File: config.mk
export PLATFORM = sky130hd
export DESIGN_NAME = v3n_fifo
export DESIGN_NICKNAME = d
export VERILOG_FILES = /design/src/rtl/core/v3n_pkg.sv /design/src/rtl/core/v3n_fifo.sv
export SDC_FILE = /design/constraint.sdc
export NUM_CORES = 1
export LEC_CHECK = 0
export BUFFER_PORTS_ARGS = -buffer_cell sky130_fd_sc_hd__buf_2
export CORE_MARGIN = 2
export CORE_UTILIZATION = 30
export CTS_CLUSTER_SIZE = 16
export DETAILED_ROUTE_END_ITERATION = 6
export PLACE_DENSITY = 0.59
export SLEW_MARGIN = 20
export SYNTH_ARGS = -nofsm -noshare
export SYNTH_HDL_FRONTEND = slang
export SYNTH_SLANG_ARGS = --single-unit
export TNS_END_PERCENT = 1
File: constraint.sdc
create_clock -name clk -period 5.1 [get_ports clk]
set_input_delay 0 -clock clk [delete_from_list [all_inputs] [get_ports clk]]
set_output_delay 0 -clock clk [all_outputs]
set_load 0.005 [all_outputs]
File: src/rtl/core/v3n_pkg.sv
// Shared types, widths and constants for the 3D vector normalizer.
package v3n_pkg;

  localparam int CompW  = 32;
  localparam int SumW   = 64;
  localparam int MagW   = 32;
  localparam int QuotW  = 62;
  localparam int FracSh = 30;
  localparam int FifoDepthDef = 4;

  // One classified item handed from the front part to the back part.
  typedef struct packed {
    logic [SumW-1:0]  sum;
    logic [CompW:0]   abs_x;
    logic [CompW:0]   abs_y;
    logic [CompW:0]   abs_z;
    logic             neg_x;
    logic             neg_y;
    logic             neg_z;
    logic             zero;
  } v3n_item_t;

  typedef struct packed {
    logic [CompW-1:0] unit_x;
    logic [CompW-1:0] unit_y;
    logic [CompW-1:0] unit_z;
    logic [MagW-1:0]  magnitude;
    logic             zero_length;
  } v3n_res_t;

endpackage

File: src/rtl/core/v3n_fifo.sv
// Short queue between the front and back parts.
module v3n_fifo import v3n_pkg::*; #(
  parameter int Depth = FifoDepthDef
) (
  input  logic      clk,
  input  logic      rst,
  input  logic      wr_valid,
  output logic      wr_ready,
  input  v3n_item_t wr_item,
  output logic      rd_valid,
  input  logic      rd_ready,
  output v3n_item_t rd_item
);

  localparam int AW = (Depth > 1) ? $clog2(Depth) : 1;

  v3n_item_t         mem [Depth];
  logic [AW-1:0]     wptr, rptr;
  logic [AW:0]       count;
  logic              wr_fire, rd_fire;

  assign wr_ready = (count != (AW+1)'(Depth));
  assign rd_valid = (count != '0);
  assign wr_fire  = wr_valid && wr_ready;
  assign rd_fire  = rd_valid && rd_ready;
  assign rd_item  = mem[rptr];

  always_ff @(posedge clk) begin
    if (rst) begin
      wptr  <= '0;
      rptr  <= '0;
      count <= '0;
    end else begin
      if (wr_fire) wptr <= (wptr == AW'(Depth-1)) ? '0 : wptr + 1'b1;
      if (rd_fire) rptr <= (rptr == AW'(Depth-1)) ? '0 : rptr + 1'b1;
      count <= count + (AW+1)'(wr_fire) - (AW+1)'(rd_fire);
    end
    if (wr_fire) mem[wptr] <= wr_item;
  end

`ifndef NO_ASSERTIONS
  a_no_overflow: assert property (@(posedge clk) disable iff (rst)
    count <= (AW+1)'(Depth)) else $error("fifo count overflow");
  a_valid_count: assert property (@(posedge clk) disable iff (rst)
    rd_valid == (count != '0)) else $error("fifo valid mismatch");
  a_count_step: assert property (@(posedge clk) disable iff (rst)
    (wr_fire && !rd_fire) |=> count == $past(count) + 1'b1)
    else $error("fifo count step");
`endif

endmodule

==> qor.tcl, run 1 <==
set qor(run_status) {finished clean}
set qor(antenna_violations_before_repair) 4
set qor(grt_overflow_total) 0
set qor(die_outline_area_um2) 84400
set qor(synth_top_family_by_area) {multiplexers}
set qor(finalNonFillerCells) 2612
set qor(drtPass1Iterations) 6
set qor(tightest_slew_ns) 0.948
set qor(final-max-slew-violation-count) 0
set qor(clk-insertion-delay-late_ns) 0.60
set qor(layout.area.seq_um2) 20200
set qor(critical_path_peak_fanout) 88
set qor(final_ws_setup_ns) 2.34
set qor(wire_length_of_the_first_global_routing_pass_um) 77900
set qor(final_net_count) 1659
set qor(detail_route.wl_per_cell_um) 19.5
set qor(die_height_um) 291
set qor(yosys.area_share.xor_xnor_pct) 0.0356
set qor(layout.cell_area.non_filler_um2) 31800
set qor(synth_simple_gate_area_share_pct) 0.411
set qor(relSlewSlack_pct) 36.8
set qor(via_per_inst) 4.46
set qor(start_kind) {register}
set qor(power_leakage_nw) 10.6
set qor(worst_ep_required_time_ns) 5.10
set qor(pin_count) 340
set qor(grt_start_max_net_pins) 89
set qor(routabilityCongestion) 0.689
set qor(first_global_vias) 13000
set qor(final_min_period_over_clock_period_pct) 54.1
set qor(cts.root.buffer_cell) {clkbuf_16}
set qor(period_minus_slack_ns) 2.76
set qor(setup_viol) 0
set qor(cp_data_arrival_time_ns) 2.76
set qor(cts_htree_levels) 3
set qor(synthDistinctLibCells) 28
set qor(setup_repair_after_global_routing_missed_its_margin) {false}
set qor(finalHoldViolCount) 0
set qor(synth_compound_area_share_pct) 0.122
set qor(numPlacedInstances) 2304
set qor(yosysWarningCount) 0
set qor(detailed_route_wire_length_um) 51000
set qor(synth_area_per_cell_um2) 26.7
set qor(initial_core_util_pct) 30.1
set qor(placed_cell_area_um2) 27600
set qor(drtIter0Drc) 657
set qor(clock-skew-final_ns) 0.0221
set qor(final.setup.tns_ns) 0
set qor(critical_path_sink_type) {output port}
set qor(detailed_place_hpwl_um) 28800
set qor(groute.usage.overall_pct) 12.1
set qor(maxCapViolations) 0
set qor(cts_tree) {done}
set qor(postCtsHoldBufs) 170
set qor(post_synth_inst_count) 922
set qor(worst_hold_path_type) {in -> reg}
set qor(vdd_drop_max_mv) 0.307
set qor(ys_seq_area_share_pct) 82.2
set qor(n_fill_cell) 7346
set qor(die_w_um) 291
set qor(synth_adder_area_share_pct) 0.437
set qor(max_freq_mhz) 363
set qor(final_layout_size_suffix_gt1_share_pct) 41.4
set qor(design.core.area_um2) 81700
set qor(post_place_worst_slack_ns) 2.59
set qor(num_cts_buffers) 74
set qor(worst_setup_hold_path_clk_slew_ns) 0.06
set qor(placementRows) 105
set qor(route.vias.total) 11700
set qor(power_per_cell_area_nw_per_um2) 481
set qor(post_cts_setup_bufs) 0
set qor(synthesized_area_um2) 24600
set qor(antenna_left) 0
set qor(clock_buffer_depth) 3
set qor(io_buffer_count) 339
set qor(drc) 0
set qor(postSynthNetCount) 1101
set qor(critical_path_class) {reg -> out}
set qor(synth_seq_cells) 677
set qor(synth_mux_area_share_pct) 15.4
set qor(area_overhead_vs_synth_pct) 28.9
set qor(cts-resized-gates) 0
set qor(multi_input_comb_area_um2) 4050
set qor(clock_sink_count) 677
Yosys cell counts:
master      n  area (um^2)
o21ai_2     1         8.76
a211o_1     1         8.76
nor2_1      3         11.3
fa_1        1         20.0
buf_4       1         7.51
a21oi_1     1         5.00
nand2b_1    2         12.5
and2_1      1         6.26
o31ai_1     1         7.51
xor2_1      1         8.76
edfxtp_1  668        20100
nand2_1     2         7.51
dfxtp_1     9          180
or3_1       3         18.8
clkbuf_2    1         5.00
buf_12      1         20.0
and3_1      4         25.0
or3b_1      1         8.76
mux2i_1     2         20.0
nor3_1      1         5.00
buf_2      18         90.1
ha_1        7         87.6
buf_8      10          150
inv_1       5         18.8
mux4_2    167         3760
nor2b_1     1         6.26
buf_6       5         56.3
clkbuf_1    4         15.0
worst max-delay path, cell delays in order, from the launching register on:
cell and delay (ns):
dfxtp_4 0.95, buf_12 0.52, mux4_2 0.44, buf_2 0.16
sequential cells by signal, summed over array words and instances, names as in the netlist, named ones only:
signal / cells
count: 3
rptr: 2
mem: 668
wptr: 2
power by group:
group / leakage, nW / total (mW) / internal, mW / switching, mW
combinational: 3.18 / 2.94 / 1.48 / 1.46
sequential: 6.19 / 7.02 / 6.82 / 0.198
clock: 1.19 / 5.31 / 3.16 / 2.15
total: 10.6 / 15.3 / 11.5 / 3.80
final timing paths:
check | startpoint | slack (ns) | cells after the start | endpoint
setup / recovery | register | 2.34 | 3 | rd_item[41]
hold / removal | wr_item[35] | 0.15 | 2 | mem[3][35]
setup reg to reg | count[1] | 2.63 | 3 | mem[0][52]
hold reg to reg | rptr[0] | 0.50 | 2 | register
kinds of logic (layout without fill, tap and decap cells):
| kind of cell | after synthesis | after routing |
|---|---|---|
| flip-flops | 677 | 677 |
| buffers and inverters | 45 | 663 |
| multiplexers | 169 | 169 |
| other | 0 | 2 |
| adder cells (fa/ha/maj) | 8 | 8 |
| AO/OA/AOI/OAI | 4 | 4 |
| AND/OR/NAND/NOR | 18 | 18 |
| XOR/XNOR | 1 | 1 |
cell usage in the layout (no fill, tap or decap), types with 3 or more instances in the layout:
cell and n:
inv_1 5, dlygate4sd3_1 170, inv_6 4, bufinv_16 8, clkinvlp_4 6, clkinv_2 12, nor2_1 3, ha_1 7
clkinv_1 14, or3_1 3, and3_4 4, clkbuf_1 11, mux4_2 167, dfxtp_1 7, buf_2 339, buf_12 11
edfxtp_1 668, clkbuf_16 76
per-layer routing:
metal  vias to the layer above  track usage (%)  routed length, um
met1                      6137             15.0              21200
met5                         -                0                 27
met3                        77             3.77               3580
met4                         4             3.22                918
met2                       305             20.4              25300
li1                       5128                -                  -
through the flow:
stage                     power [mW]  utilization [%]  hold WS (ns)
after floorplan                 8.89                -        0.0989
after global placement          10.0             33.8         0.208
after detailed placement        10.1             33.8         0.216
after CTS                       15.5             38.8        0.0965
after global routing            16.0             38.9         0.117
final                           15.3             38.9         0.151
cell type report:
class	instances	share of cell area [%]
clock buffer	87	6.12
inverter	5	0.0591
antenna	2	0.0158
sequential	677	63.8
multi-input combinational	200	12.8
timing repair buffer	522	11.4
tap	1070	4.22
clock inverter	49	1.62
Note: power is estimated with default switching activity, not from simulation.
==> run 2, diff against run 1 <==
Settings changed: PLACE_DENSITY 0.59 to 0.57.
Clock period 5.1 ns to 2.6 ns, I/O delays scaled along.
==> run 2 against run 1 <==
Worst setup slack got worse by 2.0 ns. Clock power grew 96%. Core utilization grew 0.44 points. Largest power group unchanged. Via count rose by 0.70%. Non-clock buffer count grew 37. Sequential share of layout area shrank 0.71 points. Worst hold slack improved by 0.0012 ns. Total power increased by 98%. Clock skew shrank 0.0053 ns. First-iteration DRC count decreased by 6.1%.
==> qor.tcl, run 2 (synthesized netlist as in run 1, its figures left out) <==
set qor(most_common_cell_after_layout_fill_and_taps_aside) {edfxtp_1}
set qor(die_outline_area_um2) 84400 ;# unchanged
set qor(placed_cell_area_um2) 28000 ;# +1.4%
set qor(critical_path_peak_fanout) 5 ;# -94%
set qor(wire_length_of_the_first_global_routing_pass_um) 78100 ;# +0.16%
set qor(cp_data_arrival_time_ns) 2.81 ;# +0.05 ns
set qor(worst_setup_hold_path_clk_slew_ns) 0.06 ;# about the same
set qor(num_cts_buffers) 73 ;# -1.4%
set qor(top_register) {mem}
set qor(finalPower_mw) 30.3 ;# +98%
set qor(pin_count) 340 ;# unchanged
set qor(numPlacedInstances) 2341 ;# +1.6%
set qor(cts-resized-gates) 0 ;# unchanged
set qor(worst_hold_path_type) {in -> reg}
set qor(post_cts_setup_bufs) 0 ;# unchanged
set qor(post_layout_utilization_of_the_core_pct) 39.3 ;# +0.44 points
set qor(area_overhead_vs_synth_pct) 30.4
set qor(worst_ep_required_time_ns) 3.12 ;# -1.98 ns
set qor(final_cell_mix) {edfxtp_1 (668), buf_2 (339), dlygate4sd3_1 (170)}
set qor(route.vias.total) 11700 ;# +0.70%
set qor(drtPass1Iterations) 4 ;# -2
set qor(relSlewSlack_pct) 58.4 ;# +22 points
set qor(clock-skew-final_ns) 0.0168 ;# -0.00527 ns
set qor(initial_core_util_pct) 30.1 ;# unchanged
set qor(drc) 0 ;# unchanged
set qor(grt_overflow_total) 0 ;# unchanged
set qor(first_global_vias) 12900 ;# -0.80%
set qor(finalNonFillerCells) 2644 ;# +1.2%
set qor(die_w_um) 291 ;# unchanged
set qor(power_leakage_nw) 10.8 ;# +2.1%
set qor(largest_reg_flops) 668 ;# unchanged
set qor(antenna_left) 0 ;# unchanged
set qor(start_kind) {register}
set qor(critical_path_sink_type) {register}
set qor(routabilityCongestion) 0.709 ;# +2.8%
set qor(min-delay-start) {wr_item[59]}
set qor(placementRows) 105 ;# unchanged
set qor(tightest_slew_ns) 0.624 ;# -0.323 ns
set qor(max_freq_mhz) 435
set qor(r2r_cells) 10 ;# +7
set qor(finalHoldViolCount) 0 ;# unchanged
set qor(detailed_route_wire_length_um) 51600 ;# +1.1%
set qor(layout.cell_area.non_filler_um2) 32100 ;# +1.1%
set qor(vdd_drop_max_mv) 0.674 ;# +120%
set qor(regToRegSetupSlack_ns) 0.30 ;# -2.33 ns
set qor(antenna_violations_before_repair) 3 ;# -1
set qor(final-max-slew-violation-count) 0 ;# unchanged
set qor(hold_depth) 2 ;# unchanged
set qor(detail_route.wl_per_cell_um) 19.5 ;# -0.17%
set qor(maxCapViolations) 0 ;# unchanged
set qor(postCtsHoldBufs) 170 ;# unchanged
set qor(io_buffer_count) 339 ;# unchanged
set qor(via_per_inst) 4.44 ;# -0.52%
set qor(design.core.area_um2) 81700 ;# unchanged
set qor(final_layout_size_suffix_gt1_share_pct) 42.7 ;# +1.3 points
set qor(layout.area.seq_um2) 20200 ;# unchanged
set qor(critical_path_class) {reg -> reg}
set qor(final_net_count) 1695 ;# +2.2%
set qor(clock_sink_count) 677 ;# unchanged
set qor(groute.usage.overall_pct) 12.1 ;# +0.079 points
set qor(cts_tree) {done}
set qor(biggestRegsByFlops) {mem: 668 flops, count: 3 flops}
set qor(period_minus_slack_ns) 2.30
set qor(final.setup.tns_ns) 0 ;# unchanged
set qor(n_fill_cell) 7363 ;# +0.23%
set qor(clock_buffer_depth) 3 ;# unchanged
set qor(drtIter0Drc) 617 ;# -6.1%
set qor(clk-insertion-delay-late_ns) 0.60 ;# about the same
set qor(grt_start_max_net_pins) 80 ;# -10%
set qor(multi_input_comb_area_um2) 4050 ;# unchanged
set qor(power_per_cell_area_nw_per_um2) 942 ;# +96%
set qor(critical_path.reg2reg.endpoint) {count[2]}
set qor(hold-path-endpoint) {mem[1][59]}
set qor(setup_repair_after_global_routing_missed_its_margin) {false}
set qor(setup_viol) 0 ;# unchanged
set qor(cts.root.buffer_cell) {clkbuf_16}
set qor(die_height_um) 291 ;# unchanged
set qor(run_status) {finished clean}
set qor(crit-reg2reg-launch) {count[1]}
set qor(final_min_period_over_clock_period_pct) 88.3
set qor(detailed_place_hpwl_um) 31800 ;# +10%
set qor(cts_htree_levels) 3 ;# unchanged
[run 2: layout make-up]
type / instances / area share (%)
Antenna cell: 1 / 0.00779
Tap cell: 1070 / 4.17
Sequential cell: 677 / 63.1
Clock inverter: 46 / 1.63
Multi-Input combinational cell: 200 / 12.6
Timing Repair Buffer: 559 / 12.5
Clock buffer: 86 / 5.97
Inverter: 5 / 0.0585
[run 2: critical path: stages, from the launching register on]
cell and delay (ns):
dfxtp_1 0.36, or3b_1 0.41, nand2_1 0.15, ha_1 0.25, inv_1 0.05, ha_1 0.13, inv_1 0.05, fa_1 0.39
xor2_1 0.16, and2_1 0.16, nor3_1 0.11
[run 2: per-stage QoR]
stage | setup WS [ns] | hold slack, ns
2_1_floorplan | -0.591 | 0.0989
6_report | 0.303 | 0.153
4_1_cts | 0.225 | 0.0900
5_1_grt | 0.0879 | 0.120
3_5_place_dp | 0.280 | 0.216
3_3_place_gp | 0.289 | 0.210
[run 2: power breakdown]
| part | switching (mW) | leakage [nW] | internal, mW |
|---|---|---|---|
| Sequential | 0.288 | 6.19 | 13.4 |
| Combinational | 3.04 | 3.40 | 3.15 |
| Clock | 4.18 | 1.18 | 6.23 |
| Total | 7.50 | 10.8 | 22.8 |
[run 2: routing by layer]
layer / global-route usage [%] / share of wire, %
met1: 15.4 / 42
met2: 20.1 / 50
met3: 3.33 / 6.4
met4: 4.04 / 2.1
met5: 0 / 0
[run 2: worst max path at each step]
stage                        start     endpoint  slack (ns)  cells past startpoint
after CTS                 register  rd_item[64]        0.23                      3
after floorplan           count[1]    mem[0][0]       -0.59                      3
final                     count[1]     count[2]        0.30                     10
after global routing      count[1]     count[2]        0.09                     10
after detailed placement  count[1]     count[2]        0.28                     10
after global placement    count[1]     count[2]        0.29                     10
==> run 3, diff against run 2 <==
Settings changed: PLACE_DENSITY 0.57 to 0.59.
Clock period 2.6 ns to 1.96 ns, I/O delays scaled along.
==> run 3 against run 2 <==
The run now ends with negative setup slack left. First-iteration DRC count fell by 3.6%. Sequential cell count unchanged. Combinational power up 57%. Critical path type unchanged. Critical endpoint unchanged. Largest power group unchanged. Highest routed layer is now met5.
==> qor.tcl, run 3 (synthesized netlist as in run 1, its figures left out) <==
set qor(placed_cell_area_um2) 28400 ;# +1.5%
set qor(tightest_slew_ns) 0.634 ;# +0.00987 ns
set qor(drtPass1Iterations) 4 ;# unchanged
set qor(crit-reg2reg-launch) {count[2]}
set qor(initial_core_util_pct) 30.1 ;# unchanged
set qor(start_kind) {register}
set qor(die_height_um) 291 ;# unchanged
set qor(detail_route.wl_per_cell_um) 19.9 ;# +1.9%
set qor(run_status) {finished with violations}
set qor(max_freq_mhz) 469 ;# +7.6%
set qor(cp_data_arrival_time_ns) 2.66 ;# -0.15 ns
set qor(clk-insertion-delay-late_ns) 0.60 ;# about the same
set qor(power_per_cell_area_nw_per_um2) 1250 ;# +33%
set qor(regToRegSetupSlack_ns) -0.17 ;# -0.48 ns
set qor(die_w_um) 291 ;# unchanged
set qor(clock_sink_count) 677 ;# unchanged
set qor(worst_setup_hold_path_clk_slew_ns) 0.06 ;# about the same
set qor(num_cts_buffers) 75 ;# +2.7%
set qor(route.vias.total) 12000 ;# +2.4%
set qor(critical_path_class) {reg -> reg}
set qor(biggestRegsByFlops) {mem: 668 flops, count: 3 flops}
set qor(placementRows) 105 ;# unchanged
set qor(via_per_inst) 4.46 ;# +0.60%
set qor(clock_buffer_depth) 3 ;# unchanged
set qor(design.core.area_um2) 81700 ;# unchanged
set qor(seq_power_share_pct) 43.7 ;# -1.4 points
set qor(relSlewSlack_pct) 57.7 ;# -0.66 points
set qor(maxCapViolations) 0 ;# unchanged
set qor(p_int_mw) 31.2 ;# +37%
set qor(largest_reg_flops) 668 ;# unchanged
set qor(grt_overflow_total) 0 ;# unchanged
set qor(detailed_route_wire_length_um) 53500 ;# +3.7%
set qor(worst_hold_path_type) {in -> reg}
set qor(pin_count) 340 ;# unchanged
set qor(final_min_period_over_clock_period_pct) 109 ;# +21 points
set qor(grt_start_max_net_pins) 88 ;# +10%
set qor(cts_htree_levels) 3 ;# unchanged
set qor(final_net_count) 1738 ;# +2.5%
set qor(final.setup.tns_ns) -18.76 ;# -18.76 ns
set qor(critical_path.reg2reg.endpoint) {count[2]}
set qor(antenna_left) 0 ;# unchanged
set qor(cts.root.buffer_cell) {clkbuf_16}
set qor(min-delay-start) {wr_item[100]}
set qor(layout.cell_area.non_filler_um2) 33100 ;# +3.0%
set qor(finalHoldViolCount) 0 ;# unchanged
set qor(hold_depth) 2 ;# unchanged
set qor(detailed_place_hpwl_um) 33000 ;# +3.9%
set qor(clock-skew-final_ns) 0.0295 ;# +0.0127 ns
set qor(critical_path_sink_type) {register}
set qor(sw_frac_of_total_pct) 24.8 ;# about the same
set qor(worst_ep_required_time_ns) 2.48 ;# -0.64 ns
set qor(top_register) {mem}
set qor(most_common_cell_after_layout_fill_and_taps_aside) {edfxtp_1}
set qor(routabilityCongestion) 0.729 ;# +2.8%
set qor(cts_tree) {done}
set qor(die_outline_area_um2) 84400 ;# unchanged
set qor(drc) 0 ;# unchanged
set qor(area_overhead_vs_synth_pct) 34.3
set qor(final_layout_size_suffix_gt1_share_pct) 44.6 ;# +1.9 points
set qor(hold-path-endpoint) {mem[0][100]}
set qor(drtIter0Drc) 595 ;# -3.6%
set qor(period_minus_slack_ns) 2.13 ;# -0.163 ns
set qor(cp_startpoint) {count[2]}
set qor(first_global_vias) 13100 ;# +2.1%
set qor(wire_length_of_the_first_global_routing_pass_um) 80900 ;# +3.6%
set qor(clock_power_share_pct) 32.8 ;# -1.6 points
set qor(netsw_mw) 10.3 ;# +37%
set qor(io_buffer_count) 339 ;# unchanged
set qor(final-max-slew-violation-count) 0 ;# unchanged
set qor(vdd_drop_max_mv) 1.04 ;# +55%
set qor(groute.usage.overall_pct) 12.7 ;# +0.53 points
set qor(worst_hold_slack_ns) 0.145 ;# -0.00742 ns
set qor(r2r_cells) 10 ;# unchanged
set qor(setup_repair_after_global_routing_missed_its_margin) {true}
set qor(power_leakage_nw) 11.2 ;# +4.0%
set qor(setup_viol) 169 ;# +169
set qor(p_comb_share_pct) 23.5 ;# +3.0 points
set qor(final_cell_mix) {edfxtp_1 (668), buf_2 (307), dlygate4sd3_1 (170)}
set qor(antenna_violations_before_repair) 3 ;# unchanged
set qor(violations) {negative setup slack}
set qor(critical_path_peak_fanout) 3 ;# -2
set qor(final_ws_setup_ns) -0.174 ;# -0.477 ns
## run 3: changes by cell type in the layout (fill, tap and decap cells not counted), sizes merged
cell      before  now
diode          1    3
bufinv         9    7
buf          389  429
clkinvlp       4    0
clkinv        26   33
clkbuf        86   89
## run 3: worst max-delay path by stage
stage,end,slack (ns)
2_1_floorplan,count[2],-0.34
3_3_place_gp,count[2],-0.24
3_5_place_dp,count[2],-0.26
4_1_cts,rd_item[40],-0.26
5_1_grt,count[2],-0.28
6_report,count[2],-0.17
## run 3: timing repair
| item | 4_1_cts | 5_1_grt |
|---|---|---|
| gates cloned | 4 | 1 |
| hold endpoints to repair | 677 | 0 |
| setup buffers | 7 | 5 |
| setup endpoints to repair | 164 | 169 |
| resized for setup | 37 | 35 |
| hold buffers | 170 | 0 |
| pin swaps | 3 | 0 |
## run 3: worst max-delay path, stage by stage, from the launching register on
cell	delay, ns
dfxtp_2	0.34
or3b_4	0.39
nand2_2	0.07
ha_1	0.23
inv_1	0.06
ha_1	0.15
inv_2	0.04
fa_2	0.34
xor2_1	0.16
and2_1	0.16
nor3_1	0.11
## run 3: power by group through the flow
stage,registers (mW),clock network (mW),logic [mW]
5_1_grt,18.2,14.6,10.5
2_1_floorplan,18.3,0,4.71
4_1_cts,18.1,14.0,9.62
6_report,18.1,13.6,9.73
3_5_place_dp,18.4,0,8.68
3_3_place_gp,18.3,0,8.62
## run 3: final cells by class
| class | instances | area [um^2] |
|---|---|---|
| Antenna cell | 3 | 7.51 |
| Clock buffer | 88 | 1960 |
| Clock inverter | 47 | 458 |
| Fill cell | 7203 | 48600 |
| Inverter | 5 | 18.8 |
| Multi-Input combinational cell | 200 | 4060 |
| Sequential cell | 677 | 20300 |
| Tap cell | 1070 | 1340 |
| Timing Repair Buffer | 600 | 4990 |
## run 3: routing by layer
layer  global-route usage, %  share of wire (%)  vias up
met5                       0              0.021        -
met4                    3.66                2.4        2
met3                    3.84                6.4       84
met2                    20.9                 49      334
met1                    16.2                 42     6275
li1                        -                  -     5313
## run 3: metrics by stage
step                total power, mW  utilization (%)  instances  setup WS, ns
finish                         41.4             40.5       2690        -0.174
floorplan                      23.0                -        922        -0.342
CTS                            41.8             40.2       2682        -0.256
detailed placement             27.1             34.7       2366        -0.255
global route                   43.3             40.5       2689        -0.282
global placement               26.9             34.7       2366        -0.240
